<file path="src/rtl/core/adaptive_compression_level_core_defines.svh">
// assertion macros shared by the adaptive compression level core
`ifndef ADAPTIVE_COMPRESSION_LEVEL_CORE_DEFINES_SVH
`define ADAPTIVE_COMPRESSION_LEVEL_CORE_DEFINES_SVH

// same-cycle implication, checked on i_clk outside reset
`define ACL_ASSERT_IMPL(label, ante, cons) \
    label: assert property (@(posedge i_clk) disable iff (!i_rst_n) (ante) |-> (cons)) \
        else $error("acl same-cycle check failed");

// next-cycle implication, checked on i_clk outside reset
`define ACL_ASSERT_NEXT(label, ante, cons) \
    label: assert property (@(posedge i_clk) disable iff (!i_rst_n) (ante) |=> (cons)) \
        else $error("acl next-cycle check failed");

`endif

</file>
<file path="src/rtl/core/acl_pkg.sv">
// types and constants of the adaptive compression level core
package acl_pkg;

    localparam int LEVEL_W = 4;
    localparam int PEND_W  = 40;
    localparam int SUM_W   = 48;
    localparam int RATE_W  = 20;
    localparam int PROD_W  = SUM_W + RATE_W;
    localparam int CFG_W   = 32;

    localparam logic [LEVEL_W-1:0] LEVEL_MIN   = 4'd1;
    localparam logic [LEVEL_W-1:0] LEVEL_MAX   = 4'd14;
    localparam logic [LEVEL_W-1:0] LEVEL_RESET = 4'd3;
    localparam logic [RATE_W-1:0]  RATE_SCALE  = 20'd1000000;
    localparam logic [CFG_W-1:0]   THRESH_RESET = 32'd100000;

    typedef enum logic [1:0] {
        CFG_FIXED_LEVEL      = 2'd0,
        CFG_INITIAL_LEVEL    = 2'd1,
        CFG_WINDOW_THRESHOLD = 2'd2
    } t_cfg_idx;

    typedef struct packed {
        logic [31:0] send_time;
        logic [24:0] send_bytes;
    } t_acl_in;

    typedef struct packed {
        logic [LEVEL_W-1:0] level;
        logic               window_closed;
        logic [SUM_W-1:0]   rate;
    } t_acl_out;

    function automatic logic [LEVEL_W-1:0] acl_clamp_level(input logic [LEVEL_W-1:0] v);
        logic [LEVEL_W-1:0] r;
        r = v;
        if (v < LEVEL_MIN) r = LEVEL_MIN;
        if (v > LEVEL_MAX) r = LEVEL_MAX;
        return r;
    endfunction

endpackage

</file>
<file path="src/rtl/core/adaptive_compression_level_core.sv">
// adaptive compression level core: window accounting and bit-serial rate division
//
// Input channel i_in_valid / o_in_stall carries one item per sent chunk (send time,
// byte count). Output channel o_out_valid / i_out_stall returns exactly one item per
// input: current level, a window-closed flag and the latest rate.
// Config channel i_cfg_valid / o_cfg_ready writes fixed_level, initial_level and
// window_threshold; it is always ready and is meant to be used while the core is idle.
// One item at a time: o_in_stall is high from acceptance until the result is loaded
// into the output register. An item that closes no window (or arrives with the level
// frozen) goes straight to the output state. An item that closes a window passes
// through ring read and sum update, shift-add for the x1000000 scale, a saturation
// check, restoring division (one quotient bit per cycle), the level update and the
// output load. A saturated rate skips the division. The output register holds its
// item while i_out_stall is high; a finished result waits in the core until the
// register frees, and the next input is taken after that. Reset (synchronous, i_rst_n
// low) clears pending totals, sums, ring valid bits and last rate, loads level 3 and
// threshold 100000; the ring ram itself is not cleared.
module adaptive_compression_level_core import acl_pkg::*; #(
    parameter int RING_DEPTH = 8
) (
    input  logic             i_clk,
    input  logic             i_rst_n,
    input  logic             i_in_valid,
    output logic             o_in_stall,
    input  t_acl_in          i_in_data,
    output logic             o_out_valid,
    input  logic             i_out_stall,
    output t_acl_out         o_out_data,
    input  logic             i_cfg_valid,
    output logic             o_cfg_ready,
    input  logic [1:0]       i_cfg_index,
    input  logic [CFG_W-1:0] i_cfg_data
);
    localparam int SLOT_W  = (RING_DEPTH > 1) ? $clog2(RING_DEPTH) : 1;
    localparam int ENTRY_W = 2 * PEND_W;
    localparam int CNT_W   = 6;

    typedef enum logic [2:0] {
        S_IDLE,
        S_READ,
        S_MUL,
        S_DIVINIT,
        S_DIV,
        S_LEVEL,
        S_OUT
    } t_state;

    t_state                r_state;
    logic                  r_fixed;
    logic [CFG_W-1:0]      r_threshold;
    logic [PEND_W-1:0]     r_pend_t;
    logic [PEND_W-1:0]     r_pend_b;
    logic [SLOT_W-1:0]     r_slot;
    logic [RING_DEPTH-1:0] r_ring_valid;
    logic [SUM_W-1:0]      r_sum_t;
    logic [SUM_W-1:0]      r_sum_b;
    logic [SUM_W-1:0]      r_last_rate;
    logic [LEVEL_W-1:0]    r_level;
    logic [PROD_W-1:0]     r_acc;
    logic [SUM_W-1:0]      r_rem;
    logic [SUM_W-1:0]      r_quo;
    logic [CNT_W-1:0]      r_cnt;
    logic                  r_res_closed;
    logic                  r_out_valid;
    t_acl_out              r_out_data;

    logic                  in_accept;
    logic [PEND_W:0]       pend_t_sum;
    logic [PEND_W:0]       pend_b_sum;
    logic [PEND_W-1:0]     n_pend_t;
    logic [PEND_W-1:0]     n_pend_b;
    logic                  win_close;
    logic [SLOT_W-1:0]     n_slot;
    logic [ENTRY_W-1:0]    ram_rdata;
    logic [PEND_W-1:0]     old_t;
    logic [PEND_W-1:0]     old_b;
    logic [PROD_W-1:0]     n_acc;
    logic [RATE_W-1:0]     acc_hi;
    logic                  rate_sat;
    logic [SUM_W:0]        rem_sh;
    logic [SUM_W+1:0]      rem_diff;
    logic                  rem_borrow;

    assign in_accept   = i_in_valid && !o_in_stall;
    assign o_in_stall  = (r_state != S_IDLE);
    assign o_cfg_ready = 1'b1;
    assign o_out_valid = r_out_valid;
    assign o_out_data  = r_out_data;

    // saturating pending totals
    always_comb begin
        pend_t_sum = {1'b0, r_pend_t} + {9'b0, i_in_data.send_time};
        pend_b_sum = {1'b0, r_pend_b} + {16'b0, i_in_data.send_bytes};
        n_pend_t   = pend_t_sum[PEND_W] ? '1 : pend_t_sum[PEND_W-1:0];
        n_pend_b   = pend_b_sum[PEND_W] ? '1 : pend_b_sum[PEND_W-1:0];
        win_close  = n_pend_t > {8'b0, r_threshold};
        n_slot     = (r_slot == SLOT_W'(RING_DEPTH - 1)) ? '0 : r_slot + SLOT_W'(1);
    end

    // a ring entry never written reads as zero
    assign old_t = r_ring_valid[r_slot] ? ram_rdata[ENTRY_W-1:PEND_W] : '0;
    assign old_b = r_ring_valid[r_slot] ? ram_rdata[PEND_W-1:0] : '0;

    // msb-first shift-add over the scale constant
    assign n_acc = {r_acc[PROD_W-2:0], 1'b0}
                 + (RATE_SCALE[r_cnt[4:0]] ? {{RATE_W{1'b0}}, r_sum_t} : '0);

    // quotient above 48 bits iff the top part of the dividend reaches the divisor
    assign acc_hi   = r_acc[PROD_W-1:SUM_W];
    assign rate_sat = (r_sum_b == '0) || ({{(SUM_W-RATE_W){1'b0}}, acc_hi} >= r_sum_b);

    assign rem_sh     = {r_rem, r_quo[SUM_W-1]};
    assign rem_diff   = {1'b0, rem_sh} - {2'b0, r_sum_b};
    assign rem_borrow = rem_diff[SUM_W+1];

    acl_ram #(
        .WIDTH(ENTRY_W),
        .DEPTH(RING_DEPTH)
    ) u_ring (
        .i_clk  (i_clk),
        .i_we   (r_state == S_READ),
        .i_waddr(r_slot),
        .i_wdata({r_pend_t, r_pend_b}),
        .i_raddr(n_slot),
        .o_rdata(ram_rdata)
    );

    always_ff @(posedge i_clk) begin
        if (!i_rst_n) begin
            r_state      <= S_IDLE;
            r_fixed      <= 1'b0;
            r_threshold  <= THRESH_RESET;
            r_pend_t     <= '0;
            r_pend_b     <= '0;
            r_slot       <= '0;
            r_ring_valid <= '0;
            r_sum_t      <= '0;
            r_sum_b      <= '0;
            r_last_rate  <= '0;
            r_level      <= LEVEL_RESET;
            r_cnt        <= '0;
            r_res_closed <= 1'b0;
            r_out_valid  <= 1'b0;
        end else begin
            if (r_out_valid && !i_out_stall) begin
                r_out_valid <= 1'b0;
            end

            case (r_state)
                S_IDLE: begin
                    if (in_accept) begin
                        if (r_fixed) begin
                            r_res_closed <= 1'b0;
                            r_state      <= S_OUT;
                        end else if (win_close) begin
                            r_pend_t <= n_pend_t;
                            r_pend_b <= n_pend_b;
                            r_slot   <= n_slot;
                            r_state  <= S_READ;
                        end else begin
                            r_pend_t     <= n_pend_t;
                            r_pend_b     <= n_pend_b;
                            r_res_closed <= 1'b0;
                            r_state      <= S_OUT;
                        end
                    end
                end
                S_READ: begin
                    // ram write of the new window happens in this cycle
                    r_sum_t <= r_sum_t + {8'b0, r_pend_t} - {8'b0, old_t};
                    r_sum_b <= r_sum_b + {8'b0, r_pend_b} - {8'b0, old_b};
                    r_ring_valid[r_slot] <= 1'b1;
                    r_pend_t <= '0;
                    r_pend_b <= '0;
                    r_acc    <= '0;
                    r_cnt    <= CNT_W'(RATE_W - 1);
                    r_state  <= S_MUL;
                end
                S_MUL: begin
                    r_acc <= n_acc;
                    if (r_cnt == '0) begin
                        r_state <= S_DIVINIT;
                    end else begin
                        r_cnt <= r_cnt - CNT_W'(1);
                    end
                end
                S_DIVINIT: begin
                    if (rate_sat) begin
                        r_quo   <= '1;
                        r_state <= S_LEVEL;
                    end else begin
                        r_rem   <= {{(SUM_W-RATE_W){1'b0}}, acc_hi};
                        r_quo   <= r_acc[SUM_W-1:0];
                        r_cnt   <= CNT_W'(SUM_W - 1);
                        r_state <= S_DIV;
                    end
                end
                S_DIV: begin
                    r_rem <= rem_borrow ? rem_sh[SUM_W-1:0] : rem_diff[SUM_W-1:0];
                    r_quo <= {r_quo[SUM_W-2:0], !rem_borrow};
                    if (r_cnt == '0) begin
                        r_state <= S_LEVEL;
                    end else begin
                        r_cnt <= r_cnt - CNT_W'(1);
                    end
                end
                S_LEVEL: begin
                    if (r_quo < r_last_rate) begin
                        r_level <= (r_level >= LEVEL_MAX) ? LEVEL_MAX : r_level + LEVEL_W'(1);
                    end else begin
                        r_level <= (r_level <= LEVEL_MIN) ? LEVEL_MIN : r_level - LEVEL_W'(1);
                    end
                    r_last_rate  <= r_quo;
                    r_res_closed <= 1'b1;
                    r_state      <= S_OUT;
                end
                S_OUT: begin
                    if (!r_out_valid || !i_out_stall) begin
                        r_out_valid              <= 1'b1;
                        r_out_data.level         <= r_level;
                        r_out_data.window_closed <= r_res_closed;
                        r_out_data.rate          <= r_last_rate;
                        r_state                  <= S_IDLE;
                    end
                end
                default: begin
                    r_state <= S_IDLE;
                end
            endcase

            if (i_cfg_valid && o_cfg_ready) begin
                case (i_cfg_index)
                    CFG_FIXED_LEVEL: begin
                        r_fixed <= i_cfg_data[0];
                    end
                    CFG_INITIAL_LEVEL: begin
                        r_level <= acl_clamp_level(i_cfg_data[LEVEL_W-1:0]);
                    end
                    CFG_WINDOW_THRESHOLD: begin
                        r_threshold <= i_cfg_data;
                    end
                    default: begin
                    end
                endcase
            end
        end
    end

`include "adaptive_compression_level_core_defines.svh"

    `ACL_ASSERT_IMPL(a_level_range, 1'b1, (r_level >= LEVEL_MIN) && (r_level <= LEVEL_MAX))
    `ACL_ASSERT_IMPL(a_div_rem_below, r_state == S_DIV, r_rem < r_sum_b)
    `ACL_ASSERT_NEXT(a_frozen_no_window, in_accept && r_fixed, (r_state == S_OUT) && !r_res_closed)

endmodule

</file>
<file path="src/rtl/core/acl_ram.sv">
// generic single-port-write ram with registered read
module acl_ram #(
    parameter int WIDTH = 80,
    parameter int DEPTH = 8
) (
    input  logic                                   i_clk,
    input  logic                                   i_we,
    input  logic [((DEPTH > 1) ? $clog2(DEPTH) : 1)-1:0] i_waddr,
    input  logic [WIDTH-1:0]                       i_wdata,
    input  logic [((DEPTH > 1) ? $clog2(DEPTH) : 1)-1:0] i_raddr,
    output logic [WIDTH-1:0]                       o_rdata
);
    logic [WIDTH-1:0] r_mem [DEPTH];
    logic [WIDTH-1:0] r_rdata;

    always_ff @(posedge i_clk) begin
        if (i_we) begin
            r_mem[i_waddr] <= i_wdata;
        end
        r_rdata <= r_mem[i_raddr];
    end

    assign o_rdata = r_rdata;
endmodule

</file>
<file path="config.mk">
export PLATFORM = sky130hd
export DESIGN_NAME = adaptive_compression_level_core
export DESIGN_NICKNAME = d
export VERILOG_FILES = /design/src/rtl/core/acl_pkg.sv /design/src/rtl/core/adaptive_compression_level_core.sv /design/src/rtl/core/acl_ram.sv
export VERILOG_INCLUDE_DIRS = /design/src /design/src/rtl/core
export SDC_FILE = /design/constraint.sdc
export NUM_CORES = 2
export LEC_CHECK = 0
export BUFFER_PORTS_ARGS = -buffer_cell sky130_fd_sc_hd__buf_2
export CORE_MARGIN = 5
export CORE_UTILIZATION = 55
export CTS_BUF_LIST = sky130_fd_sc_hd__clkbuf_8
export DETAILED_ROUTE_END_ITERATION = 6
export PLACE_DENSITY = 0.74
export SYNTH_ARGS = -nofsm -noshare
export SYNTH_HDL_FRONTEND = slang
export SYNTH_SLANG_ARGS = --single-unit
export TNS_END_PERCENT = 100
</file>
<file path="constraint.sdc">
create_clock -name i_clk -period 10.7 [get_ports i_clk]
set_clock_uncertainty 0.1 [all_clocks]
set_input_delay 0 -clock i_clk [delete_from_list [all_inputs] [get_ports i_clk]]
set_output_delay 0 -clock i_clk [all_outputs]
set_load 0.03 [all_outputs]
</file>
==> metrics.txt <==
status finished clean; Total Routing Usage GR 0.259; cell mode on critical path a21o_1; Seq/Total Area, Yosys 0.517; vias per inst between 5 and 6; H-tree depth 4; Area Overhead vs Synth 13.5%; Hold WC Path Type input pin to flop; layout cells sized above 1 0.103; Slew Viols, Final 0; vias in the first global route approximately 46,000; Hold WS roughly 88 ps; max cap viols 0; final number of hold-violating endpoints 0; total CTS buffers ~200; CP Data Required Time between 10,000 and 15,000 ps; EDFF count, synth 857; top_reg_cell synth edfxtp_1; routed vias ~47,000; Peak Freq between 0.1 and 0.15 GHz; Worst slew margin 0.164; Mean Syn Cell Area approximately 11 um2; final worst path period need roughly 8000 ps; setup_tns 0 ps; fill count 8,995; area leader, netlist edfxtp_1; clock latency on the worst-skew pair 890 ps; Post-Synth Simple-Gate Area 0.123; compound-cell area share of the yosys netlist 0.145; leak pwr between 20 and 30 nW; std cell rows approximately 130; Final Net Count ~7,000; largest family of logic cells by synthesized area compound AO/OA/AOI/OAI gates; Buffers on Ports 150; Routed WL per cell between 20 and 25 um; Finish-stage setup viols 0; synthesized-area fraction occupied by xor and xnor cells 0.0301; initial DRC count 4,707; Synth Instances 6,015; largest net degree at the start of global routing 140; Placer Congestion 0.923; fraction of registers with async set or reset after synthesis 0; post_cts resized 0; first-pass detailed-route iteration total 6; Critical Path Source Type flop; critical path's slowest cell nor4_4; syn nets roughly 6,600; Synth Cell Area 63,900 um2; Clk Tree Root Cell clkbuf_8; CTS clk-pin slew, worst paths approximately 60 ps; final antenna-violating net count 0; period utilization 0.748; Worst Max-Slew Pin Slew 1250 ps; Setup CP Type flop to flop; DIE AREA between 100,000 and 150,000 um2; Die Ht between 300 and 400 um; top cells by area, synth edfxtp_1 (40%), dfxtp_1 (11%), ha_1 (7.0%); final WL between 150 and 200 mm; grt ovf 0; overall power 20.8 mW; Adder-Cell Fraction of Synth Area 0.0966; clk sinks between 1,000 and 1,500; yosys warns 0; post-CTS setup repair buffer count 0; worst path arrival time around 8700 ps; initial antenna violation count 7; pwr/cell area approximately 290 nW/um2; Max VDD drop ~0.29 mV; initial core utilization 0.552; DRC 0; RSZ-0062 raised after global routing no; Yosys reg bits 1,221; CP Capture Type flop; core footprint around 120,000 um2; I/O pin count roughly 150; area share of the largest cell type after synthesis 0.403; Die W around 350 um; post-synth cell types just under 90; mux cell area share after synthesis 0.0437; TritonCTS clock tree yes; Clock Tree Buf Depth 3; slowest stage delay, CP 680 ps; CP max FO 13; global-route wire length before repair approximately 250 mm; hpwl dp between 100 and 150 mm
==> critical path: cells and delay by family (launching register included) <==
family	cells	cell delay [ps]
simple gates	7	2950
buf+inv	1	550
fa+ha+maj	3	770
compound gates	14	2930
flops	1	570
==> cells in the mapped netlist, drive strengths merged, types with 15 or more instances <==
master,count
o22ai,64
nand4,46
nor2,432
mux2i,52
nand2,701
nor2b,123
mux4,80
clkbuf,245
nand3b,15
o21a,32
edfxtp,857
and3,49
a22oi,31
nor3,67
xnor2,131
nand2b,48
mux2,42
fa,84
inv,476
and2,67
o21bai,29
nand3,83
ha,359
a21o,204
a211oi,39
o31a,48
a21oi,468
or3,23
o211ai,27
buf,38
nor4,16
xor2,89
a31oi,39
nor3b,15
o221ai,44
o21ai,349
dfxtp,364
==> metal layers <==
layer | track usage | up-vias | routed length (um)
li1 | - | 22300 | -
met1 | 0.385 | 22800 | 72700
met2 | 0.395 | 2031 | 71100
met3 | 0.0445 | 303 | 14200
met4 | 0.0766 | 0 | 3860
met5 | 0 | - | 0
==> state kept, by name, indices dropped and copies added, names as in the netlist, 48 cells and up, named ones only <==
name            cells
r_sum_b            48
r_last_rate        48
r_quo              48
u_ring.r_mem      640
r_acc              68
r_rem              48
r_sum_t            48
u_ring.o_rdata     80
o_out_data         53
==> power breakdown <==
| group | switching [mW] | internal [mW] |
|---|---|---|
| sequential | 0.680 | 5.97 |
| combinational | 5.87 | 4.22 |
| clock | 1.90 | 2.17 |
| total | 8.44 | 12.4 |
==> timing repair <==
action | 4_1_cts | 5_1_grt
endpoints found under the setup margin | 0 | 0
hold buffers | 237 | 0
endpoints found under the hold margin | 205 | 0
==> cell type report <==
class                           count  area [um2]  area share
Sequential cell                  1221       33000       0.455
Timing Repair Buffer              443        3560      0.0490
Multi-Input combinational cell   4034       28200       0.388
Tap cell                         1524        1910      0.0263
Clock buffer                      237        3260      0.0450
Inverter                          477        1800      0.0247
Antenna cell                        5        12.5    0.000172
Clock inverter                    134         813      0.0112
==> worst paths after layout <==
kind                                              startpoint                         to  slack (ps)  cells after the start
worst max-delay path                r_pend_t[0]$_SDFFE_PN0P_  r_res_closed$_SDFFE_PN0P_        2690                     25
worst min register to register  r_last_rate[44]$_SDFFE_PN0P_   o_out_data[44]$_DFFE_PP_         360                      0
worst min-delay path                           i_in_data[25]   r_pend_t[0]$_SDFFE_PN0P_          90                      5
worst max register to register      r_pend_t[0]$_SDFFE_PN0P_  r_res_closed$_SDFFE_PN0P_        2690                     25
==> per-stage QoR <==
stage / cell area, um2 / setup WS [ps] / instances / util
final: 72500 / 2690 / 8075 / 0.627
after floorplan: 63900 / 306 / 6015 / -
after global placement: 66100 / 3590 / 7462 / 0.571
after global routing: 72500 / 2370 / 8075 / 0.627
after CTS: 72500 / 2860 / 8070 / 0.627
after detailed placement: 66100 / 3390 / 7462 / 0.571
==> logic make-up (layout without fill, tap and decap cells) <==
kind of cell / count (synthesis) / in the layout
simple gates: 1717 / 1717
compound gates: 1479 / 1479
flops: 1221 / 1221
buf+inv: 760 / 1291
fa+ha+maj: 443 / 443
xor+xnor: 220 / 220
mux: 174 / 174
other cells: 1 / 6
==> placed cells by master (no fill, tap or decap), drive strengths merged, types with 15 or more instances in the layout <==
cell type,synthesis,layout
a211oi,39,39
a21o,204,204
a21oi,468,468
a22oi,31,31
a31oi,39,39
and2,67,67
and3,49,49
buf,38,206
clkbuf,245,237
clkinv,1,43
dfxtp,364,364
dlygate4sd3,0,237
edfxtp,857,857
fa,84,84
ha,359,359
inv,476,560
mux2,42,42
mux2i,52,52
mux4,80,80
nand2,701,701
nand2b,48,48
nand3,83,83
nand3b,15,15
nand4,46,46
nor2,432,432
nor2b,123,123
nor3,67,67
nor3b,15,15
nor4,16,16
o211ai,27,27
o21a,32,32
o21ai,349,349
o21bai,29,29
o221ai,44,44
o22ai,64,64
o31a,48,48
or3,23,23
xnor2,131,131
xor2,89,89
Note: power is estimated with default switching activity, not from simulation.
